`src/rtl/frx_pkg.sv`:
```
// ----------------------------------------------------------------------------
// frx_pkg
// Shared types, constants and the Fletcher fold for the framed packet receiver
// ----------------------------------------------------------------------------
package frx_pkg;

  localparam logic [7:0] SYNC_FIRST   = 8'hAA;
  localparam logic [7:0] SYNC_SECOND  = 8'h55;
  localparam logic [8:0] FLETCHER_MOD = 9'd255;

  // number of data bytes after the sync pair (x, y, z, yaw, waypoint state)
  localparam int unsigned FIELD_COUNT = 17;

  localparam logic [4:0] POS_FIRST_FIELD = 5'd2;
  localparam logic [4:0] POS_CHECK_LOW   = 5'd19;
  localparam logic [4:0] POS_CHECK_HIGH  = 5'd20;

  typedef enum logic [1:0] {
    PH_HUNT    = 2'd0,
    PH_SECOND  = 2'd1,
    PH_COLLECT = 2'd2,
    PH_SPARE   = 2'd3
  } frx_phase_t;

  // control from the sequencer to the byte chain and output stage
  typedef struct packed {
    logic shift_en;       // accepted data byte enters the chain
    logic final_pending;  // next byte is the checksum high byte
    logic emit;           // accepted final byte and checksum matched
  } frx_ctl_t;

  // one modulo-255 accumulate step, acc in 0..254 and b in 0..255, result in 0..254
  function automatic logic [7:0] fold(input logic [7:0] acc, input logic [7:0] b);
    logic [8:0] t;
    t = {1'b0, acc} + {1'b0, b};
    if (t >= FLETCHER_MOD) begin
      t = t - FLETCHER_MOD;
    end
    return t[7:0];
  endfunction

endpackage

```
`src/rtl/frx_cell.sv`:
```
// ----------------------------------------------------------------------------
// frx_cell
// One byte stage of the packet shift chain
// ----------------------------------------------------------------------------
module frx_cell (
  input  logic       clk,
  input  logic       shift_en,
  input  logic [7:0] byte_in,
  output logic [7:0] byte_out
);

  logic [7:0] data_r;
  logic [7:0] data_nxt;

  assign data_nxt = shift_en ? byte_in : data_r;

  always_ff @(posedge clk) begin
    data_r <= data_nxt;
  end

  assign byte_out = data_r;

endmodule

```
`src/rtl/frx_ctrl.sv`:
```
// ----------------------------------------------------------------------------
// frx_ctrl
// Sync hunt sequencer with running Fletcher-16 sums and checksum compare
// ----------------------------------------------------------------------------
module frx_ctrl (
  input  logic             clk,
  input  logic             rst_n,
  input  logic             byte_acc,
  input  logic [7:0]       rx_byte,
  output frx_pkg::frx_ctl_t ctl
);

  frx_pkg::frx_phase_t phase_r, phase_nxt;
  logic [4:0] pos_r, pos_nxt;
  logic [7:0] sum_low_r, sum_low_nxt;
  logic [7:0] sum_high_r, sum_high_nxt;
  logic [7:0] chk_low_r, chk_low_nxt;
  logic [7:0] low_f, high_f;

  assign low_f  = frx_pkg::fold(sum_low_r, rx_byte);
  assign high_f = frx_pkg::fold(sum_high_r, low_f);

  always_ff @(posedge clk) begin
    if (!rst_n) begin
      phase_r    <= frx_pkg::PH_HUNT;
      pos_r      <= '0;
      sum_low_r  <= '0;
      sum_high_r <= '0;
    end else begin
      phase_r    <= phase_nxt;
      pos_r      <= pos_nxt;
      sum_low_r  <= sum_low_nxt;
      sum_high_r <= sum_high_nxt;
    end
  end

  always_ff @(posedge clk) begin
    chk_low_r <= chk_low_nxt;
  end

  always_comb begin
    phase_nxt     = phase_r;
    pos_nxt       = pos_r;
    sum_low_nxt   = sum_low_r;
    sum_high_nxt  = sum_high_r;
    chk_low_nxt   = chk_low_r;
    ctl           = '0;
    ctl.final_pending = (phase_r == frx_pkg::PH_COLLECT) &&
                        (pos_r == frx_pkg::POS_CHECK_HIGH);
    if (byte_acc) begin
      unique case (phase_r)
        frx_pkg::PH_SECOND: begin
          if (rx_byte == frx_pkg::SYNC_SECOND) begin
            sum_low_nxt  = low_f;
            sum_high_nxt = high_f;
            phase_nxt    = frx_pkg::PH_COLLECT;
            pos_nxt      = frx_pkg::POS_FIRST_FIELD;
          end else begin
            phase_nxt = frx_pkg::PH_HUNT;
            pos_nxt   = '0;
          end
        end
        frx_pkg::PH_COLLECT: begin
          priority if (pos_r < frx_pkg::POS_CHECK_LOW) begin
            ctl.shift_en = 1'b1;
            sum_low_nxt  = low_f;
            sum_high_nxt = high_f;
            pos_nxt      = pos_r + 5'd1;
          end else if (pos_r == frx_pkg::POS_CHECK_LOW) begin
            chk_low_nxt = rx_byte;
            pos_nxt     = pos_r + 5'd1;
          end else begin
            phase_nxt = frx_pkg::PH_HUNT;
            pos_nxt   = '0;
            ctl.emit  = (chk_low_r == sum_low_r) && (rx_byte == sum_high_r);
          end
        end
        default: begin
          // hunting, the spare code behaves the same
          phase_nxt = frx_pkg::PH_HUNT;
          pos_nxt   = '0;
          if (rx_byte == frx_pkg::SYNC_FIRST) begin
            sum_low_nxt  = frx_pkg::fold(8'd0, rx_byte);
            sum_high_nxt = frx_pkg::fold(8'd0, frx_pkg::fold(8'd0, rx_byte));
            phase_nxt    = frx_pkg::PH_SECOND;
            pos_nxt      = 5'd1;
          end
        end
      endcase
    end
  end

  // position tracks the phase
  a_pos_collect: assert property (@(posedge clk) disable iff (!rst_n)
    (phase_r == frx_pkg::PH_COLLECT) |->
      (pos_r >= frx_pkg::POS_FIRST_FIELD && pos_r <= frx_pkg::POS_CHECK_HIGH))
    else $error("collect position out of range");

  a_pos_hunt: assert property (@(posedge clk) disable iff (!rst_n)
    (phase_r == frx_pkg::PH_HUNT) |-> (pos_r == 5'd0))
    else $error("hunt phase with nonzero position");

  // sums stay below the modulus
  a_sum_range: assert property (@(posedge clk) disable iff (!rst_n)
    (sum_low_r != 8'hFF) && (sum_high_r != 8'hFF))
    else $error("fletcher sum reached 255");

endmodule

```
`src/rtl/sync_framed_packet_receiver.sv`:
```
// ----------------------------------------------------------------------------
// sync_framed_packet_receiver
// Sync-framed 21-byte packet receiver with Fletcher-16 check
// ----------------------------------------------------------------------------
// Takes one serial byte per request and hunts for the sync pair 0xAA 0x55,
// then collects 17 data bytes (x, y, z, yaw as little-endian 32-bit words,
// then the waypoint state byte) and the two checksum bytes, low first. The
// Fletcher-16 sums (modulo 255) run over the first 19 bytes, sync included,
// and are updated as each byte arrives. Data bytes move through a chain of
// 17 byte cells, so no addressed storage is involved. A good packet gives one
// result request the cycle after its last byte is taken; a bad one is dropped
// silently. Input takes one byte every cycle; the only stall comes when the
// final checksum byte arrives while the previous result is still held by a
// stalled output, in which case in_stall is high until that result leaves.
// ----------------------------------------------------------------------------
module sync_framed_packet_receiver (
  input  logic        clk,
  input  logic        rst_n,
  input  logic        in_valid,
  output logic        in_stall,
  input  logic [7:0]  in_rx_byte,
  output logic        out_valid,
  input  logic        out_stall,
  output logic [31:0] out_pos_x_bits,
  output logic [31:0] out_pos_y_bits,
  output logic [31:0] out_pos_z_bits,
  output logic [31:0] out_yaw_bits,
  output logic [7:0]  out_wp_status
);

  frx_pkg::frx_ctl_t ctl;
  logic              in_acc;
  logic              out_acc;

  // byte chain taps: tap 0 is packet byte 2 once a packet is complete
  logic [7:0] tap [frx_pkg::FIELD_COUNT];

  logic        out_valid_r, out_valid_nxt;
  logic [31:0] pos_x_r, pos_y_r, pos_z_r, yaw_r;
  logic [7:0]  wp_state_r;

  // hold input only when a result must be written into a full, stalled output
  assign in_stall = ctl.final_pending && out_valid_r && out_stall;
  assign in_acc   = in_valid && !in_stall;
  assign out_acc  = out_valid_r && !out_stall;

  frx_ctrl u_ctrl (
    .clk      (clk),
    .rst_n    (rst_n),
    .byte_acc (in_acc),
    .rx_byte  (in_rx_byte),
    .ctl      (ctl)
  );

  // shift chain: newest byte enters at the top cell and moves down
  for (genvar i = 0; i < frx_pkg::FIELD_COUNT; i++) begin : g_cell
    if (i == frx_pkg::FIELD_COUNT - 1) begin : g_top
      frx_cell u_cell (
        .clk      (clk),
        .shift_en (ctl.shift_en),
        .byte_in  (in_rx_byte),
        .byte_out (tap[i])
      );
    end else begin : g_mid
      frx_cell u_cell (
        .clk      (clk),
        .shift_en (ctl.shift_en),
        .byte_in  (tap[i+1]),
        .byte_out (tap[i])
      );
    end
  end

  // output register
  always_comb begin
    out_valid_nxt = out_valid_r;
    if (out_acc) begin
      out_valid_nxt = 1'b0;
    end
    if (ctl.emit) begin
      out_valid_nxt = 1'b1;
    end
  end

  always_ff @(posedge clk) begin
    if (!rst_n) begin
      out_valid_r <= 1'b0;
    end else begin
      out_valid_r <= out_valid_nxt;
    end
  end

  // payload capture, little-endian assembly of the four words
  always_ff @(posedge clk) begin
    if (ctl.emit) begin
      pos_x_r    <= {tap[3],  tap[2],  tap[1],  tap[0]};
      pos_y_r    <= {tap[7],  tap[6],  tap[5],  tap[4]};
      pos_z_r    <= {tap[11], tap[10], tap[9],  tap[8]};
      yaw_r      <= {tap[15], tap[14], tap[13], tap[12]};
      wp_state_r <= tap[16];
    end
  end

  assign out_valid      = out_valid_r;
  assign out_pos_x_bits = pos_x_r;
  assign out_pos_y_bits = pos_y_r;
  assign out_pos_z_bits = pos_z_r;
  assign out_yaw_bits   = yaw_r;
  assign out_wp_status  = wp_state_r;

  // a result only ever comes from an accepted final byte
  a_emit_source: assert property (@(posedge clk) disable iff (!rst_n)
    ctl.emit |-> (in_acc && ctl.final_pending))
    else $error("result without accepted checksum byte");

  // a held result is never overwritten
  a_no_overwrite: assert property (@(posedge clk) disable iff (!rst_n)
    ctl.emit |-> !(out_valid_r && out_stall))
    else $error("result overwritten while stalled");

  // new result is presented the cycle after the emitting byte
  a_emit_valid: assert property (@(posedge clk) disable iff (!rst_n)
    ctl.emit |=> out_valid_r)
    else $error("emitted result not presented");

endmodule

```
`config.mk`:
```
export PLATFORM = sky130hd
export DESIGN_NAME = sync_framed_packet_receiver
export DESIGN_NICKNAME = d
export VERILOG_FILES = /design/src/rtl/frx_pkg.sv /design/src/rtl/frx_cell.sv /design/src/rtl/frx_ctrl.sv /design/src/rtl/sync_framed_packet_receiver.sv
export SDC_FILE = /design/constraint.sdc
export NUM_CORES = 1
export LEC_CHECK = 0
export BUFFER_PORTS_ARGS = -buffer_cell sky130_fd_sc_hd__buf_2
export CORE_MARGIN = 4
export CORE_UTILIZATION = 52
export DETAILED_ROUTE_END_ITERATION = 10
export GPL_TIMING_DRIVEN = 0
export MAX_ROUTING_LAYER = met4
export PLACE_DENSITY = 0.76
export SLEW_MARGIN = 30
export SYNTH_ARGS = -nofsm -noshare
export SYNTH_HDL_FRONTEND = slang
export SYNTH_SLANG_ARGS = --single-unit
export TNS_END_PERCENT = 100
```
`constraint.sdc`:
```
create_clock -name clk -period 14.94 [get_ports clk]
set_input_delay 4.482 -clock clk [delete_from_list [all_inputs] [get_ports clk]]
set_output_delay 4.482 -clock clk [all_outputs]
set_load 0.005 [all_outputs]
```
==> impl_metrics.py <==
metrics = {
    "logic_synthesis": {
        "seq_area_frac_synth_pct": 78.1,
        "synth.top_cell.area_share_pct": 73.9,
        "synthCells": 670,
        "synthFlopType": "edfxtp_1",
        "synthTopCellsByCount": "280 x edfxtp_1, 29 x a21oi_1, 28 x ha_1, 27 x nand2_1",
        "async_reset_ff_share_pct": 0,
        "synth_area_leaders": "edfxtp_1 74%, dfxtp_1 4.2%, ha_1 3.1%",
        "yosysWarnings": 0,
        "syn_avg_cell_area_um2": 17.0,
        "synth_nets": 712,
        "synth_top_area_cell": "edfxtp_1",
        "yosysMostFrequentCell": "edfxtp_1",
        "ys_ff_latch": 304,
        "yosysUniqueCellTypes": 65,
        "mappedNetlistArea_um2": 11400,
        "synth_edf_count": 280,
    },
    "route": {
        "wire_per_inst_um": 18.9,
        "route.antenna.remaining_nets": 0,
        "drc_errors": 0,
        "viasPerCell": 5.50,
        "wl_um": 21900,
        "dr.pass1.iters": 5,
        "drtIter0Drc": 595,
        "via_count": 6397,
    },
    "grt": {
        "grt_pass1_wl_um": 34100,
        "met3_usage_pct": 2.91,
        "antenna_found_initial": 0,
        "grt.busiest_layer": "met2",
        "use_met2_pct": 29.9,
        "grt_util_met1_pct": 24.6,
        "grt.total_usage_pct": 18.3,
        "grt_remaining_overflow": 0,
        "grt_pass1_vias": 6106,
        "grt_max_degree": 42,
    },
    "layout": {
        "drive_gt1_share_pct": 26.8,
        "seqCellArea_um2": 8890,
        "multiInputGateArea_um2": 2360,
        "areaGrowthSynthToFinish_pct": 20.7,
        "antenna_cells": 0,
        "nets": 908,
        "fin_cells": 1163,
        "nFillCells": 1494,
        "utilization_pct": 64.5,
    },
    "floorplanning": {
        "dieArea_um2": 24300,
        "core_um2": 21300,
        "ioPinCount": 150,
        "die_y_um": 156,
        "chipWidth_um": 156,
        "start_util_pct": 53.5,
        "fp-row-count": 53,
    },
    "clock_network": {
        "cts_tree": "yes",
        "ctsHoldBuffers": 0,
        "h-tree-depth": 1,
        "clockBufferDepth": 3,
        "cts_sinks": 304,
        "cts_root_buffer": "clkbuf_16",
        "post_cts_resized": 0,
        "clock_latency_ps": 530,
        "cts.clk_slew.worst_paths_ps": 60,
        "cts_buffers": 29,
        "post_cts_buffers": 0,
    },
    "power": {
        "finalPower_mw": 1.72,
        "p_leak_nw": 4.89,
        "vdd.ir_drop.worst_mv": 0.0731,
        "cellPowerDensity_nw_per_um2": 125,
    },
    "sta": {
        "setup_viol": 0,
        "drv_slew": 0,
        "hold_violations": 0,
        "timing.fmax_mhz": 105,
        "tns_ps": 0,
        "relSlewSlack_pct": 58.3,
        "period_needed_ps": 9530,
        "whs_ps": 413,
        "finClkSkew_ps": 20.5,
        "tightest_slew_ps": 619,
        "rsz0062_at_grt": "no",
        "fin_crit_sh_pct": 63.8,
    },
    "critical_path": {
        "cp.arrival_ps": 5050,
        "critPathMaxFanout": 3,
        "endpoint_kind": "output pin",
        "crit_type": "in2out",
        "worstPathRequired_ps": 10460,
        "start_kind": "primary input",
    },
    "placement": {
        "place.gp.congestion": 0.914,
        "place.detailed.hpwl_um": 15000,
        "dp.cells": 1110,
        "port_buffers": 148,
    },
    "run": {
        "drv_cap": 0,
    },
    "status": {
        "outcome": "completed",
    },
    "min_path": {
        "min_path_type": "reg2reg",
    },
}
-- cell families (layout without fill, tap and decap cells) --
logic type	count (synthesis)	after routing	synth area share, %
simple gates	132	132	6.18
fa+ha+maj	30	30	3.43
compound gates	129	129	7.64
xor+xnor	30	30	2.38
mux	9	9	0.913
flops	304	304	78.1
buf+inv	36	254	1.34
-- flip-flops by register name, indices dropped and copies added (netlist names) --
| signal | flops |
|---|---|
| out_pos_x_bits | 32 |
| g_cell.g_top.u_cell.byte_out | 8 |
| out_valid | 1 |
| u_ctrl.phase_r | 2 |
| out_pos_y_bits | 32 |
| u_ctrl.sum_low_r | 8 |
| g_cell.g_mid.u_cell.byte_out | 128 |
| u_ctrl.sum_high_r | 8 |
| out_yaw_bits | 32 |
| u_ctrl.chk_low_r | 8 |
| out_pos_z_bits | 32 |
| u_ctrl.pos_r | 5 |
| out_wp_status | 8 |
-- layer usage --
layer,up-vias,wire [um]
met5,-,0
met4,0,329
met3,33,1690
met2,266,10900
met1,3071,8980
li1,3027,-
-- stage by stage --
| step | area, um^2 | setup WS, ps |
|---|---|---|
| after floorplan | 11400 | 4040 |
| after global placement | 12500 | 1430 |
| after detailed placement | 12700 | 5150 |
| after CTS | 13700 | 5400 |
| after global routing | 13700 | 5270 |
| final | 13700 | 5410 |
-- worst max-delay path, stage by stage --
cell,delay (ps)
buf_2,90
nand3_1,80
nor3_1,210
buf_2,180
-- cells in the final DEF (no fill, tap or decap), types with 4 or more instances in the layout --
cell         n
clkbuf_16   29
xor2_1      12
nor2_1      24
o2111ai_1    4
nand2_1     27
xnor2_1     17
o21ai_1      4
a21oi_1     29
a211oi_1     5
buf_2      151
clkinv_2     4
buf_6       12
edfxtp_1   280
nor3_1      11
nor4_1       7
a31oi_1     19
nand2b_1     5
bufinv_16    6
a21o_1       8
nand3_1     16
nand4_1      6
ha_1        28
inv_1       19
o211ai_1    10
o21ai_0     24
nor2b_1      4
clkbuf_1    15
clkinv_1     5
mux2i_1      4
dfxtp_1     24
and3_1       8
-- layout make-up --
type | instances | share of cell area [%]
Multi-Input combinational cell | 330 | 17.2
Sequential cell | 304 | 64.7
Inverter | 20 | 0.547
Tap cell | 275 | 2.51
Clock buffer | 35 | 5.67
Buffer | 16 | 0.565
Clock inverter | 18 | 1.80
Timing Repair Buffer | 165 | 6.96
-- worst paths after layout --
check                                startpoint                   end  slack (ps)  depth (start not counted)
min reg2reg  g_cell[0].g_mid.u_cell.byte_out[4]     out_pos_x_bits[4]         410                          0
max                                   out_stall              in_stall        5410                          4
max reg2reg                 u_ctrl.sum_low_r[0]  u_ctrl.sum_high_r[3]        9490                         19
min          g_cell[0].g_mid.u_cell.byte_out[4]     out_pos_x_bits[4]         410                          0
-- where the power goes --
group	switching (mW)	internal, mW	total (mW)
Combinational	0.0229	0.0125	0.0354
Sequential	0.000489	0.916	0.916
Clock	0.294	0.473	0.767
No activity file was read; power rests on OpenSTA's default activity.
